**config.mk**
```make
export PLATFORM = sky130hd
export DESIGN_NAME = round_robin_bus_arbiter_controller_top
export DESIGN_NICKNAME = d
export VERILOG_FILES = /design/src/rrbac_pkg.sv /design/src/rrbac_arbiter.sv /design/src/round_robin_bus_arbiter_controller_top.sv
export SDC_FILE = /design/constraint.sdc
export NUM_CORES = 1
export LEC_CHECK = 0
export BUFFER_PORTS_ARGS = -buffer_cell sky130_fd_sc_hd__buf_2
export CAP_MARGIN = 20
export CORE_MARGIN = 3
export CORE_UTILIZATION = 57
export DETAILED_ROUTE_END_ITERATION = 10
export GPL_ROUTABILITY_DRIVEN = 0
export GPL_TIMING_DRIVEN = 0
export PLACE_DENSITY_LB_ADDON = 0.3
export SYNTH_ARGS = -nofsm -noshare
export SYNTH_HDL_FRONTEND = slang
export SYNTH_HIERARCHICAL = 1
export SYNTH_SLANG_ARGS = --single-unit
```
**constraint.sdc**
```tcl
create_clock -name i_clk -period 4.64 [get_ports i_clk]
set_clock_uncertainty 0.2 [all_clocks]
set_input_delay 0.928 -clock i_clk [delete_from_list [all_inputs] [get_ports i_clk]]
set_output_delay 0.928 -clock i_clk [all_outputs]
set_load 0.01 [all_outputs]
```
**src/rrbac_pkg.sv**
```systemverilog
`timescale 1ns / 1ps
`default_nettype none
// ----------------------------------------------------------------------------
// rrbac_pkg
// Shared constants for the round-robin bus arbiter: acknowledge codes,
// opcode threshold and slave page map.
// ----------------------------------------------------------------------------
package rrbac_pkg;

    localparam int unsigned ADDR_W   = 32;
    localparam int unsigned OPC_W    = 4;
    localparam int unsigned ACK_W    = 3;
    localparam int unsigned SEL_W    = 5;
    localparam int unsigned PHASE_W  = 2;
    localparam int unsigned PAGE_W   = 20;
    localparam int unsigned PAGE_LSB = 10;

    localparam logic [ACK_W-1:0] ACK_READY      = 3'd2;
    localparam logic [ACK_W-1:0] ACK_READY_MORE = 3'd3;
    localparam logic [ACK_W-1:0] ACK_SPLIT      = 3'd4;

    // opcodes at or below this carry no transfer
    localparam logic [OPC_W-1:0] OPC_IDLE_MAX = 4'd1;

    localparam logic [PAGE_W-1:0] PAGE_S0 = 20'h00000;
    localparam logic [PAGE_W-1:0] PAGE_S1 = 20'h00400;
    localparam logic [PAGE_W-1:0] PAGE_S2 = 20'h80000;
    localparam logic [PAGE_W-1:0] PAGE_S3 = 20'hBFC00;
    localparam logic [PAGE_W-1:0] PAGE_S4 = 20'hC0000;

    localparam logic [SEL_W-1:0] SEL_S0   = 5'b00001;
    localparam logic [SEL_W-1:0] SEL_S1   = 5'b00010;
    localparam logic [SEL_W-1:0] SEL_S2   = 5'b00100;
    localparam logic [SEL_W-1:0] SEL_S3   = 5'b01000;
    localparam logic [SEL_W-1:0] SEL_S4   = 5'b10000;
    localparam logic [SEL_W-1:0] SEL_NONE = 5'b00000;

endpackage

`default_nettype wire

```
**src/rrbac_arbiter.sv**
```systemverilog
`timescale 1ns / 1ps
`default_nettype none
// ----------------------------------------------------------------------------
// rrbac_arbiter
// Ring carry chain round-robin winner and parking (default) master select
// from the priority mask.
// ----------------------------------------------------------------------------
module rrbac_arbiter
    import rrbac_pkg::*;
#(
    parameter int unsigned NUM_MASTERS = 8
) (
    input  wire logic [NUM_MASTERS-1:0] i_request,
    input  wire logic [NUM_MASTERS-1:0] i_prio,
    output logic      [NUM_MASTERS-1:0] o_grant,
    output logic      [NUM_MASTERS-1:0] o_default
);

    localparam int unsigned IW = $clog2(NUM_MASTERS);

    logic [IW-1:0] start;
    logic [IW:0]   idx;
    logic          carry;
    logic          req_bit;

    // first zero of the mask starts the ring
    always_comb begin
        start = IW'(NUM_MASTERS - 1);
        for (int k = NUM_MASTERS - 1; k >= 0; k--) begin
            if (!i_prio[k]) begin
                start = IW'(k);
            end
        end
    end

    always_comb begin
        o_grant = '0;
        carry   = 1'b0;
        idx     = '0;
        req_bit = 1'b0;
        for (int k = 1; k <= NUM_MASTERS; k++) begin
            idx = {1'b0, start} + (IW + 1)'(k);
            if (idx >= (IW + 1)'(NUM_MASTERS)) begin
                idx = idx - (IW + 1)'(NUM_MASTERS);
            end
            req_bit = i_request[idx[IW-1:0]];
            if (req_bit && !carry) begin
                o_grant[idx[IW-1:0]] = 1'b1;
            end
            carry = i_prio[idx[IW-1:0]] & (carry | req_bit);
        end
    end

    // parked master sits just above the mask's zero
    always_comb begin
        for (int i = 0; i < NUM_MASTERS; i++) begin
            o_default[i] = i_prio[i] && !i_prio[(i + NUM_MASTERS - 1) % NUM_MASTERS];
        end
    end

endmodule

`default_nettype wire

```
**src/round_robin_bus_arbiter_controller_top.sv**
```systemverilog
`timescale 1ns / 1ps
`default_nettype none
// a word moves from the input register to the result register when that is
// empty or i_ready is high; throughput: one word per cycle with i_ready high,
// set by the single arbitration pass between the input and result registers
// reset: synchronous active low; mask returns to all ones but the top bit,
// bus phase to idle, no pending clear, both register stages empty
// ----------------------------------------------------------------------------
// round_robin_bus_arbiter_controller_top
// Round-robin bus arbiter with parking, four-phase bus sequencing and slave
// page decode, one bus phase per word.
// ----------------------------------------------------------------------------
module round_robin_bus_arbiter_controller_top
    import rrbac_pkg::*;
#(
    parameter int unsigned NUM_MASTERS = 8
) (
    input  wire logic                   i_clk,
    input  wire logic                   i_rst_n,
    input  wire logic                   i_valid,
    output logic                        o_ready,
    input  wire logic [NUM_MASTERS-1:0] i_request,
    input  wire logic [ADDR_W-1:0]      i_address,
    input  wire logic                   i_lock,
    input  wire logic [OPC_W-1:0]       i_opcode,
    input  wire logic [ACK_W-1:0]       i_ack,
    input  wire logic                   i_clear_request,
    output logic                        o_valid,
    input  wire logic                   i_ready,
    output logic      [NUM_MASTERS-1:0] o_grant,
    output logic      [SEL_W-1:0]       o_slave_select,
    output logic      [PHASE_W-1:0]     o_bus_phase
);

    typedef enum logic [PHASE_W-1:0] {
        PH_IDLE = 2'd0,
        PH_FADR = 2'd1,
        PH_NADR = 2'd2,
        PH_LDAT = 2'd3
    } t_phase;

    localparam logic [NUM_MASTERS-1:0] MASK_RESET = {1'b0, {(NUM_MASTERS - 1){1'b1}}};

    logic                   r_s1_valid;
    logic [NUM_MASTERS-1:0] r_req;
    logic [ADDR_W-1:0]      r_addr;
    logic                   r_lock;
    logic [OPC_W-1:0]       r_opc;
    logic [ACK_W-1:0]       r_ack;
    logic                   r_clr;

    logic                   r_out_valid;
    logic [NUM_MASTERS-1:0] r_grant;
    logic [SEL_W-1:0]       r_sel;
    t_phase                 r_phase_out;

    logic [NUM_MASTERS-1:0] r_prio;
    t_phase                 r_phase;
    logic                   r_pend;

    logic [NUM_MASTERS-1:0] n_grant;
    logic [SEL_W-1:0]       n_sel;
    t_phase                 n_phase;
    logic [NUM_MASTERS-1:0] n_prio;

    logic [NUM_MASTERS-1:0] rr_grant;
    logic [NUM_MASTERS-1:0] dflt;
    logic [PAGE_W-1:0]      page;
    logic [SEL_W-1:0]       page_sel;
    logic                   any_req;
    logic                   xfer;
    logic                   data_rdy;
    logic                   dflt_req;
    logic                   advance;
    logic                   write_prio;

    assign advance = r_s1_valid && (!r_out_valid || i_ready);
    assign o_ready = !r_s1_valid || advance;

    rrbac_arbiter #(
        .NUM_MASTERS(NUM_MASTERS)
    ) u_arb (
        .i_request(r_req),
        .i_prio   (r_prio),
        .o_grant  (rr_grant),
        .o_default(dflt)
    );

    assign page = r_addr[PAGE_LSB +: PAGE_W];

    always_comb begin
        unique case (page)
            PAGE_S0: page_sel = SEL_S0;
            PAGE_S1: page_sel = SEL_S1;
            PAGE_S2: page_sel = SEL_S2;
            PAGE_S3: page_sel = SEL_S3;
            PAGE_S4: page_sel = SEL_S4;
            default: page_sel = SEL_NONE;
        endcase
    end

    assign any_req  = |r_req;
    assign xfer     = r_opc > OPC_IDLE_MAX;
    assign data_rdy = r_ack inside {ACK_READY, ACK_READY_MORE, ACK_SPLIT};
    assign dflt_req = |(dflt & r_req);

    always_comb begin
        n_grant    = '0;
        n_sel      = SEL_NONE;
        n_phase    = r_phase;
        write_prio = 1'b0;
        unique case (r_phase)
            PH_IDLE: begin
                write_prio = any_req;
                if (!any_req) begin
                    n_grant = dflt;
                    n_phase = PH_IDLE;
                end else if (!dflt_req) begin
                    n_grant = rr_grant;
                    n_phase = PH_FADR;
                end else begin
                    n_sel   = page_sel;
                    n_phase = r_lock ? PH_FADR : PH_LDAT;
                end
            end
            PH_FADR: begin
                if (xfer) begin
                    n_sel = page_sel;
                end
                n_phase = r_lock ? PH_NADR : PH_LDAT;
            end
            PH_NADR: begin
                if (xfer && data_rdy) begin
                    n_sel = page_sel;
                end
                n_phase = r_lock ? PH_NADR : PH_LDAT;
            end
            PH_LDAT: begin
                write_prio = data_rdy && any_req;
                if (data_rdy) begin
                    n_grant = any_req ? rr_grant : dflt;
                    n_phase = any_req ? PH_FADR : PH_IDLE;
                end
            end
            default: begin
                n_phase = PH_IDLE;
            end
        endcase
        if (r_pend) begin
            n_phase = PH_IDLE;
        end
        n_prio = r_pend ? MASK_RESET : write_prio ? ~rr_grant : r_prio;
    end

    always_ff @(posedge i_clk) begin
        if (!i_rst_n) begin
            r_s1_valid  <= 1'b0;
            r_out_valid <= 1'b0;
            r_prio      <= MASK_RESET;
            r_phase     <= PH_IDLE;
            r_pend      <= 1'b0;
        end else begin
            if (o_ready) begin
                r_s1_valid <= i_valid;
            end
            if (i_valid && o_ready) begin
                r_req  <= i_request;
                r_addr <= i_address;
                r_lock <= i_lock;
                r_opc  <= i_opcode;
                r_ack  <= i_ack;
                r_clr  <= i_clear_request;
            end
            if (advance) begin
                r_out_valid <= 1'b1;
                r_grant     <= n_grant;
                r_sel       <= n_sel;
                r_phase_out <= r_phase;
                r_prio      <= n_prio;
                r_phase     <= n_phase;
                r_pend      <= r_clr;
            end else if (i_ready) begin
                r_out_valid <= 1'b0;
            end
        end
    end

    assign o_valid        = r_out_valid;
    assign o_grant        = r_grant;
    assign o_slave_select = r_sel;
    assign o_bus_phase    = r_phase_out;

`ifndef SYNTHESIS
    a_grant_onehot: assert property (@(posedge i_clk) disable iff (!i_rst_n)
        o_valid |-> $onehot0(o_grant))
        else $error("grant not one-hot");

    a_sel_onehot: assert property (@(posedge i_clk) disable iff (!i_rst_n)
        o_valid |-> $onehot0(o_slave_select))
        else $error("slave select not one-hot");

    a_mask_one_zero: assert property (@(posedge i_clk) disable iff (!i_rst_n)
        $countones(r_prio) == NUM_MASTERS - 1)
        else $error("priority mask lost its single zero");

    a_clear_idle: assert property (@(posedge i_clk) disable iff (!i_rst_n)
        (advance && r_pend) |=> (r_phase == PH_IDLE && r_prio == MASK_RESET))
        else $error("pending clear not applied");
`endif

endmodule

`default_nettype wire
```
### Word level (Yosys, flattened, before mapping)

Index checks and enable logic that the tools add are counted.

| word-level totals | value |
|---|---|
| output and inout bits | 17 |
| word-level logic and storage cells | 239 |
| bits in registers | 75 |
| input port bits | 53 |

| operators by class | value |
|---|---|
| reduce and logical (&&, ||, !) cells | 58 |
| $lt $le $gt $ge | 25 |
| $add $sub $neg | 16 |
| eq/ne operators | 11 |
| bitwise logic cells | 22 |
| muxes and demuxes | 93 |

Operators by type and width:

| operator | count |
|---|---|
| 2-to-1 mux 8 bit | 14 |
| == test 20 bit, second input constant | 3 |
| bitwise OR 8 bit | 7 |
| binary-select mux 1 bit (select 3 bit) | 15 |
| 2-to-1 mux 3 bit | 13 |
| greater-or-equal comparator 4 bit, second input constant | 8 |
| < comparator 3 x 4 -> 1 bit, second input constant | 8 |
| 2-to-1 mux 1 bit | 28 |
| logical AND 1 bit | 27 |
| case mux 5 bit (5 select lines) | 1 |
| demux 1 bit (select 3 bit) | 8 |
| greater-or-equal comparator 3 x 1 -> 1 bit, second input constant | 8 |
| subtractor 3 x 1 -> 3 bit, second input constant | 8 |
| == test 20 x 11 -> 1 bit, second input constant | 1 |
| zero test 20 bit | 1 |
| 2-to-1 mux 5 bit | 4 |
| zero test 1 bit | 17 |
| adder 3 x 3 -> 4 bit, second input constant | 4 |
| case mux 8 bit (2 select lines) | 1 |
| OR reduction 8 bit | 2 |
| case mux 5 bit (3 select lines) | 1 |
| 2-to-1 mux 2 bit | 6 |
| adder 3 x 2 -> 4 bit, second input constant | 2 |
| bitwise AND 8 bit | 1 |
| 19 further kinds | 37 |

### Logic depth before layout (Yosys ltp)

Gate-level depths: netlist of run 1.

| logic depth | value |
|---|---|
| depth after elaboration | 32 |
| gate-level depth with buffers | 19 |

### By module

The synthesis of run 1 kept the hierarchy.

Modules (own cells, without submodules):

| module | seq. area each (µm²) | cells an instance | area an instance (µm²) | instances |
|---|---|---|---|---|
| round_robin_bus_arbiter_controller_top | 1791.7 | 204 | 2773.9 | 1 |
| rrbac_arbiter | 0.0 | 193 | 1460.2 | 1 |

### Least setup slack after synthesis of run 1

No wires, ideal clock.

| path | value |
|---|---|
| path kind | register to register |
| from | register r_prio[4] |
| to | register r_grant[2], in the netlist o_grant[2], data pin |
| data arrival time | 3691 ps |
| data required time | 4171 ps |
| path slack | 480 ps |
| stages on the path, launching flop included | 17 |
| buffers on the path | 4 |
| cell sequence | dfxtp_1 buf_2 nand2_2 o211ai_4 nand2_4 buf_2 ha_1 clkbuf_1 clkbuf_1 mux4_2 a22o_1 o22a_4 a221o_1 a311oi_2 mux2i_1 mux2i_1 nor3_1 |

| on the way | value |
|---|---|
| longest elaborated chain between the ends | 30 |
| elaborated cells between the ends (all ways) | 159 |
| classes of those cells | 16 x add/sub; 24 x order compare; 72 x mux; 21 x bitwise; 26 x reduce/logical |

Ends and longest elaborated chain:

| item | line | text |
|---|---|---|
| start: declaration | round_robin_bus_arbiter_controller_top.sv:57 | `logic [NUM_MASTERS-1:0] r_prio;` |
| start signal: assignment | round_robin_bus_arbiter_controller_top.sv:179 | `r_prio <= n_prio;` |
| 2-to-1 mux 3 bit (5 in series) | rrbac_arbiter.sv:30 | `if (!i_prio[k]) begin` |
| adder 3 x 1 -> 4 bit | rrbac_arbiter.sv:42 | `idx = {1'b0, start} + (IW + 1)'(k);` |
| greater-or-equal comparator 4 bit or subtractor 3 x 1 -> 3 bit (tied branches) | rrbac_arbiter.sv:43, rrbac_arbiter.sv:44 |  |
| 2-to-1 mux 3 bit | rrbac_arbiter.sv:43 | `if (idx >= (IW + 1)'(NUM_MASTERS)) begin` |
| < comparator 3 x 4 -> 1 bit (not written as such) or greater-or-equal comparator 3 x 1 -> 1 bit (tied branches) | rrbac_arbiter.sv:48 | `o_grant[idx[IW-1:0]] = 1'b1;` |
| logical AND 1 bit (not written as such) | rrbac_arbiter.sv:48 |  |
| 2-to-1 mux 1 bit (not written as such) | rrbac_arbiter.sv:48 |  |
| demux 1 bit (select 3 bit) | - |  |
| [... 12 more ...] | - |  |
| 2-to-1 mux 8 bit | rrbac_arbiter.sv:47 | `if (req_bit && !carry) begin` |
| bitwise OR 8 bit (no source line) | - |  |
| 2-to-1 mux 8 bit (*) | rrbac_arbiter.sv:47 |  |
| net rr_grant[2] | round_robin_bus_arbiter_controller_top.sv:66 | `logic [NUM_MASTERS-1:0] rr_grant;` |
| 2-to-1 mux 8 bit, on equally long branches | round_robin_bus_arbiter_controller_top.sv:141, round_robin_bus_arbiter_controller_top.sv:118 |  |
| 2-to-1 mux 8 bit, on equally long branches | round_robin_bus_arbiter_controller_top.sv:140, round_robin_bus_arbiter_controller_top.sv:115 |  |
| case mux 8 bit (2 select lines) (*) | round_robin_bus_arbiter_controller_top.sv:112 | `unique case (r_phase)` |
| net n_grant[2] | round_robin_bus_arbiter_controller_top.sv:61 | `logic [NUM_MASTERS-1:0] n_grant;` |
| end signal: assignment | round_robin_bus_arbiter_controller_top.sv:176 | `r_grant <= n_grant;` |
| end: declaration | round_robin_bus_arbiter_controller_top.sv:53 | `logic [NUM_MASTERS-1:0] r_grant;` |

The timed path passes the listed nets; every way through them passes the cells marked *. The select of a mux whose other input is x is not followed.
A chain may end at the register's enable or synchronous reset.

### Worst setup path in the final report of run 1

| path | value |
|---|---|
| from | register r_prio[4] |
| to | register r_prio[3] |

| on the way | value |
|---|---|
| longest elaborated chain between the ends | 30 |
| elaborated cells between the ends (all ways) | 152 |
| classes of those cells | 16 x add/sub; 24 x order compare; 69 x mux; 21 x bitwise; 22 x reduce/logical |

Ends and longest elaborated chain:

| item | line | text |
|---|---|---|
| 2-to-1 mux 3 bit (5 in series) | rrbac_arbiter.sv:30 |  |
| adder 3 x 1 -> 4 bit | rrbac_arbiter.sv:42 |  |
| greater-or-equal comparator 4 bit or subtractor 3 x 1 -> 3 bit (tied branches) | rrbac_arbiter.sv:43, rrbac_arbiter.sv:44 |  |
| 2-to-1 mux 3 bit | rrbac_arbiter.sv:43 |  |
| < comparator 3 x 4 -> 1 bit (not written as such) or greater-or-equal comparator 3 x 1 -> 1 bit (tied branches) | rrbac_arbiter.sv:48 |  |
| logical AND 1 bit (not written as such) | rrbac_arbiter.sv:48 |  |
| 2-to-1 mux 1 bit (not written as such) | rrbac_arbiter.sv:48 |  |
| demux 1 bit (select 3 bit) | - |  |
| [... 10 more ...] | - |  |
| 2-to-1 mux 8 bit | rrbac_arbiter.sv:47 |  |
| bitwise OR 8 bit (no source line) | - |  |
| 2-to-1 mux 8 bit | rrbac_arbiter.sv:47 |  |
| bitwise OR 8 bit (no source line) | - |  |
| 2-to-1 mux 8 bit (*) | rrbac_arbiter.sv:47 |  |
| net rr_grant[3] | round_robin_bus_arbiter_controller_top.sv:66 |  |
| NOT 8 bit (*) | round_robin_bus_arbiter_controller_top.sv:152 | `n_prio = r_pend ? MASK_RESET : write_prio ? ~rr_grant : r_prio;` |
| 2-to-1 mux 8 bit (*) (2 in series) | round_robin_bus_arbiter_controller_top.sv:152 |  |

Marks and branches as above.

==> summary.md, run 1 <==
| Metric | Value |
|---|---|
| Adder-cell area share of the yosys netlist | 2.96% |
| Pre-antenna DRT Iters | 5 |
| CTS Hold Bufs | 0 |
| HP Class | reg2reg |
| Synth Register Bits | 64 |
| Clk sinks | 64 |
| Post-route insts no fill | 565 |
| Run status | completed |
| Input/output buffers | 56 |
| Fill count | 519 |
| Placed Cells | 549 |
| Clock Latency Late Sink | 0.34 ns |
| Power per cell area | 735 nW/µm² |
| # diodes | 0 |
| Post-route minimum period | 4.55 ns |
| Most common cell in the netlist | edfxtp_1 |
| Final worst slack | 0.0939 ns |
| Final instance area | 4990 µm² |
| Placement row count | 30 |
| Pre-CTS WS | -0.256 ns |
| CTS tree | done |
| Tcrit/Tclk final | 98.0% |
| Total of max-cap violations | 0 |
| Crit Path Max Fanout | 10 |
| All-layer global routing usage | 24.4% |
| Synthesized net count | 460 |
| Post-DRT Antenna Nets | 0 |
| Worst slew pin tran | 0.762 ns |
| Cell Area, Placed | 4640 µm² |
| Setup CP Type | reg2reg |
| Worst-path clk slew | 0.07 ns |
| Syn Inst Count | 397 |
| CTS Buf Count | 9 |
| Final Net Count | 527 |
| Post-synthesis compound-gate area fraction | 20.0% |
| Area leader, netlist | edfxtp_1 |
| Post-Synth Simple-Gate Area | 20.2% |
| Die Wd | 92.2 µm |
| Vias in the first global route | 3411 |
| Leak | 1.88 nW |
| Warnings from Yosys | 6 |
| Post-synth EDFFs | 51 |
| Fmax | 220 MHz |
| Die area | 8500 µm² |
| Final Setup Violations | 0 |
| P&R area growth vs syn | 17.8% |
| Root Driver | clkbuf_8 |
| Total Power | 3.67 mW |
| Initial core utilization | 60.6% |
| Async SR Flop Fraction | 0% |
| Maximum VDD drop | 0.328 mV |
| Post-synthesis mux area share | 9.46% |
| Residual DRC | 0 |
| Xor-xnor portion of the synthesized cell area | 0.827% |
| Worst slew margin | 49.2% |
| Largest net degree at the start of global routing | 37 |
| Data required, critical path | 4.69 ns |
| Max Slew Vio Count | 0 |
| Initial antenna violation count | 0 |
| Routed wire length | 10500 µm |
| HPWL after DPL | 7750 µm |
| Vias per Instance | 6.44 |
| Largest family of logic cells by synthesized area | simple AND/OR/NAND/NOR gates |
| Mapped cell area | 4230 µm² |
| Synth top area cells | edfxtp_1, dfxtp_1, mux2i_1 |
| I/O pins | 70 |
| Commonest cells post-synth | edfxtp_1, mux2i_1, nand2_1, nor2_1, nor3_1 |
| Synth top area share | 36.2% |
| CTS max path bufs | 2 |
| First-pass GRT wire length | 16500 µm |
| Arr. time, crit path | 4.59 ns |
| Post-DR wirelength/cell | 18.5 µm |
| Hold violation count in the final report | 0 |
| Layout cell share with drive strength beyond 1 | 30.7% |
| Seq/Total Area, Yosys | 42.3% |
| Primary FF master, synth | edfxtp_1 |
| Overflow after GRT | 0 |
| Critical path launch point type | flip-flop |
| Core Footprint | 6980 µm² |
| Initial DRC count | 388 |
| Unique cell type count in the Yosys netlist | 79 |
| CP endpoint kind | flip-flop |
| Die H | 92.2 µm |
| Vias post-DR | 3637 |
| Syn_area_per_cell | 10.7 µm² |
| H-tree levels | 3 |
## state kept, by name, summed over array words and instances, names as in the netlist
signal / flops
r_addr: 20
o_grant: 8
r_prio: 8
r_req: 8
o_slave_select: 5
r_ack: 3
r_opc: 3
o_bus_phase: 2
r_phase: 2
o_valid: 1
r_clr: 1
r_lock: 1
r_pend: 1
r_s1_valid: 1
## logic make-up after synthesis
kind of cell | Yosys count
fa+ha+maj | 10
buf+inv | 37
flops | 64
compound gates | 99
xor+xnor | 4
simple gates | 149
mux | 34
## layout make-up
class	instances	area (µm²)	area share [%]
plain buffers	19	118	2.36
clock buffers	13	149	2.98
clock inverters	3	65.1	1.30
inverters	17	67.6	1.35
multi-input cells	296	2390	47.9
flip-flops and latches	64	1790	36.0
well taps	96	120	2.41
repair buffers	57	288	5.77
## final timing paths
path	slack [ns]	startpoint	cells after the start	endpoint
worst min register to register	0.32	r_phase[0]$_SDFFE_PN0P_	0	o_bus_phase[0]$_DFFE_PP_
worst max-delay path	0.09	r_prio[4]$_SDFFE_PN1P_	18	r_prio[3]$_SDFFE_PN1P_
worst min-delay path	0.32	r_phase[0]$_SDFFE_PN0P_	0	o_bus_phase[0]$_DFFE_PP_
worst max register to register	0.09	r_prio[4]$_SDFFE_PN1P_	18	r_prio[3]$_SDFFE_PN1P_
## metal layers
layer  share of wire [%]  up-vias  GRT usage (%)  wire, µm
li1                    -     1698              -         -
met1                  43     1710           34.6      4520
met2                  46      192           37.8      4820
met3                 8.7       37           5.50       914
met4                 2.0        0           6.31       212
met5                   0        -              0         0
## cell usage in the layout, fill, tap and decap left out, drive strengths merged, types with 14 or more instances in the layout
cell	netlist	layout
a311oi	14	14
buf	12	66
clkbuf	8	23
edfxtp	51	51
inv	15	15
mux2i	25	25
nand2	27	27
nor2	26	26
nor3	17	17
## critical path, stage by stage (launching register included)
cell and delay (ns):
dfxtp_1 0.37, clkbuf_4 0.23, nand2_2 0.09, o211ai_4 0.21, nand2_4 0.13, clkbuf_4 0.24, ha_4 0.36, mux2i_1 0.09
a22oi_1 0.30, o32a_2 0.22, o211ai_1 0.12, o211a_1 0.32, o22a_4 0.25, a221o_1 0.36, a311oi_2 0.32, mux2i_1 0.20
nand3_1 0.14, nor4_2 0.06, a311oi_2 0.24
## what timing repair did
action                     in CTS  in global routing
buffers inserted                0                  1
setup endpoints to repair      16                 16
gates resized for setup         5                 22
pin swaps                       0                  1
## report_power, final
part	switching (mW)	internal, mW
Combinational	1.45	0.992
Sequential	0.0355	0.679
Clock	0.197	0.317
## per-stage QoR
stage	hold slack [ns]	setup TNS, ns	utilization [%]
3_5_place_dp	0.300	-3.51	66.4
3_3_place_gp	0.278	-1.92	66.4
6_report	0.318	0	71.5
5_1_grt	0.337	-0.279	71.5
2_1_floorplan	0.265	0	-
4_1_cts	0.314	0	69.7
(Power assumes the default switching activity.)
==> run 2, diff against run 1 <==
SYNTH_HIERARCHICAL = not set   (was 1)
==> summary.md, run 2 <==
| Metric | Value |
|---|---|
| Initial DRC count | 507 (+31%) |
| CTS Hold Bufs | 0 (unchanged) |
| CP bufs+invs | 6 (+4) |
| I/O pins | 70 (unchanged) |
| Synth Register Bits | 64 (unchanged) |
| Crit path cell chain | buf_6 -> nand2b_4 -> a211o_4 -> nand2_4 -> buf_8 -> inv_2 -> buf_4 -> ha_4 -> xnor2_4 -> mux4_2 -> o2bb2ai_4 -> and2_1 -> a211oi_4 -> buf_6 -> nor4_1 -> o31ai_1 -> buf_4 -> o221a_2 |
| CTS max path bufs | 2 (unchanged) |
| Slowest library cell on the worst path | mux4_2 |
| Syn_area_per_cell | 10.1 µm² (-5.0%) |
| Area leader, netlist | edfxtp_1 |
| Synth top area cells | edfxtp_1, dfxtp_1, nand2_1 |
| Fill count | 490 (-5.6%) |
| Post-DR wirelength/cell | 20.7 µm (+12%) |
| Setup CP Type | reg2reg |
| Final hold slack | 0.343 ns (+0.0252 ns) |
| CTS Buf Count | 9 (unchanged) |
| Commonest non-fill, non-tap cell in the layout | buf_2 |
| Fmax | 219 MHz (-0.51%) |
| CP endpoint kind | flip-flop |
| Clock Latency Late Sink | 0.35 ns (about the same) |
| Crit Path Max Fanout | 10 (unchanged) |
| Critical path launch point type | flip-flop |
| Residual DRC | 1 (+1) |
| Max Slew Vio Count | 0 (unchanged) |
| Hold violation count in the final report | 0 (unchanged) |
| Post-route minimum period | 4.57 ns (+0.0232 ns) |
| Vias post-DR | 4187 (+15%) |
| Commonest cells post-synth | edfxtp_1, nand2_1, a21oi_1 |
| Max reg flops | 20 (unchanged) |
| Primary FF master, synth | edfxtp_1 |
| Data required, critical path | 4.67 ns (-0.02 ns) |
| Vias per Instance | 6.65 (+3.2%) |
| Arr. time, crit path | 4.60 ns (about the same) |
| Leading cell types in the layout, fill and taps excluded | buf_2, edfxtp_1, nand2_1 |
| First-pass GRT wire length | 19700 µm (+20%) |
| Run status | finished with violations |
| Final Setup Violations | 0 (unchanged) |
| # diodes | 0 (unchanged) |
| Unique cell type count in the Yosys netlist | 81 (+2.5%) |
| All-layer global routing usage | 29.2% (+4.8 points) |
| Synth top area share | 35.6% (-0.62 points) |
| CP peak stage delay | 0.65 ns (+0.28 ns) |
| Core Footprint | 7290 µm² (+4.4%) |
| Input/output buffers | 56 (unchanged) |
| Synthesized net count | 488 (+6.1%) |
| Pre-antenna DRT Iters | 8 (+3) |
| HP Class | reg2reg |
| Clk sinks | 64 (unchanged) |
| HPWL after DPL | 8730 µm (+13%) |
| Final Net Count | 589 (+12%) |
| Async SR Flop Fraction | 0% (unchanged) |
| Routed wire length | 13000 µm (+25%) |
| Warnings from Yosys | 0 (-6) |
| Initial antenna violation count | 0 (unchanged) |
| H-tree levels | 3 (unchanged) |
| Seq/Total Area, Yosys | 41.6% (-0.73 points) |
| Total of max-cap violations | 0 (unchanged) |
| Die area | 8640 µm² (+1.6%) |
| Die Wd | 92.9 µm (+0.81%) |
| Mapped cell area | 4310 µm² (+1.7%) |
| Most common cell in the netlist | edfxtp_1 |
| Root Driver | clkbuf_8 |
| Post-synth EDFFs | 51 (unchanged) |
| Vias in the first global route | 3811 (+12%) |
| Syn Inst Count | 425 (+7.1%) |
| P&R area growth vs syn | 26.0% |
| Critical path's top delay family | compound AO/OA/AOI/OAI gates |
| Tcrit/Tclk final | 98.5% (+0.50 points) |
| Initial core utilization | 59.1% (-1.6 points) |
| Worst-path clk slew | 0.07 ns (about the same) |
| Die H | 92.9 µm (+0.81%) |
| Layout cell share with drive strength beyond 1 | 32.2% (+1.5 points) |
| Largest register by flop count | r_addr |
| Failing checks | design-rule violations |
| Placement row count | 31 (+3.3%) |
| Overflow after GRT | 0 (unchanged) |
| Post-DRT Antenna Nets | 0 (unchanged) |
| Worst slew pin tran | 1.08 ns (+0.313 ns) |
| CTS tree | done |
| Largest net degree at the start of global routing | 25 (-32%) |
| Worst slew margin | 27.4% (-22 points) |
==> run 2: cell types whose count changed after synthesis, moves of 6 or more <==
cell | previous run | this run
a21oi_1 | 7 | 23
a311oi_2 | 8 | 0
mux2i_1 | 25 | 8
nand2_1 | 25 | 37
nor2_1 | 25 | 18
nor2b_1 | 9 | 3
o21ai_0 | 6 | 18
==> run 2: cells by family after synthesis <==
logic type | synth area share, %
compound gates | 28.0
simple gates | 17.5
flops | 41.6
buf+inv | 4.36
mux | 4.47
fa+ha+maj | 2.90
xor+xnor | 1.16
==> run 2: path summary, 6_finish.rpt <==
| kind | cells after the start | slack (ns) | startpoint | endpoint |
|---|---|---|---|---|
| min reg2reg | 0 | 0.34 | r_phase[1]$_SDFFE_PN0P_ | o_bus_phase[1]$_DFFE_PP_ |
| min | 0 | 0.34 | r_phase[1]$_SDFFE_PN0P_ | o_bus_phase[1]$_DFFE_PP_ |
| max reg2reg | 18 | 0.07 | r_prio[6]$_SDFFE_PN1P_ | r_prio[4]$_SDFFE_PN1P_ |
| max | 18 | 0.07 | r_prio[6]$_SDFFE_PN1P_ | r_prio[4]$_SDFFE_PN1P_ |
==> run 2: worst reg2reg max path: cells and delay by family, from the launching register on <==
family | cells | cell delay (ns)
AND/OR/NAND/NOR | 4 | 0.76
AO/OA/AOI/OAI | 5 | 1.05
adder cells (fa/ha/maj) | 1 | 0.23
XOR/XNOR | 1 | 0.33
flip-flops | 1 | 0.31
buffers and inverters | 6 | 0.94
multiplexers | 1 | 0.65
==> run 2: metrics by stage <==
stage	util [%]	setup TNS [ns]	setup slack, ns	instances	cell area, µm²
after floorplan	-	0	0.288	425	4310
after global placement	64.6	-4.24	-0.477	580	4710
after detailed placement	64.8	-6.30	-0.599	581	4730
after CTS	70.9	0	0.0256	606	5170
after global routing	74.4	-0.0937	-0.0485	630	5430
final	74.4	0	0.0707	630	5430
==> run 2: repair_timing <==
action	in CTS	in global routing
endpoints found under the hold margin	0	0
gates cloned	0	1
resized for setup	34	13
pin swaps	13	9
setup buffers	9	23
setup endpoints to repair	16	16
==> run 2: final cells by class <==
class	count	area (µm²)	area share [%]
Sequential cell	64	1790	33.0
Tap cell	99	124	2.28
Clock inverter	6	92.6	1.71
Multi-Input combinational cell	322	2520	46.4
Inverter	20	82.6	1.52
Buffer	20	153	2.81
Clock buffer	10	128	2.35
Timing Repair Buffer	89	539	9.94
==> run 2: layer usage <==
layer	routed length [µm]	share of wire, %	global-route usage (%)	vias up
met5	0	0	0	-
met4	643	4.9	13.2	0
met3	1150	8.8	6.34	63
met2	6490	50	49.6	289
met1	4760	37	35.3	1953
li1	-	-	-	1882
Power of run 2 is left out: the tool's default activity adds up to more than one toggle a clock period on the data nets, which glitch-free logic cannot reach.
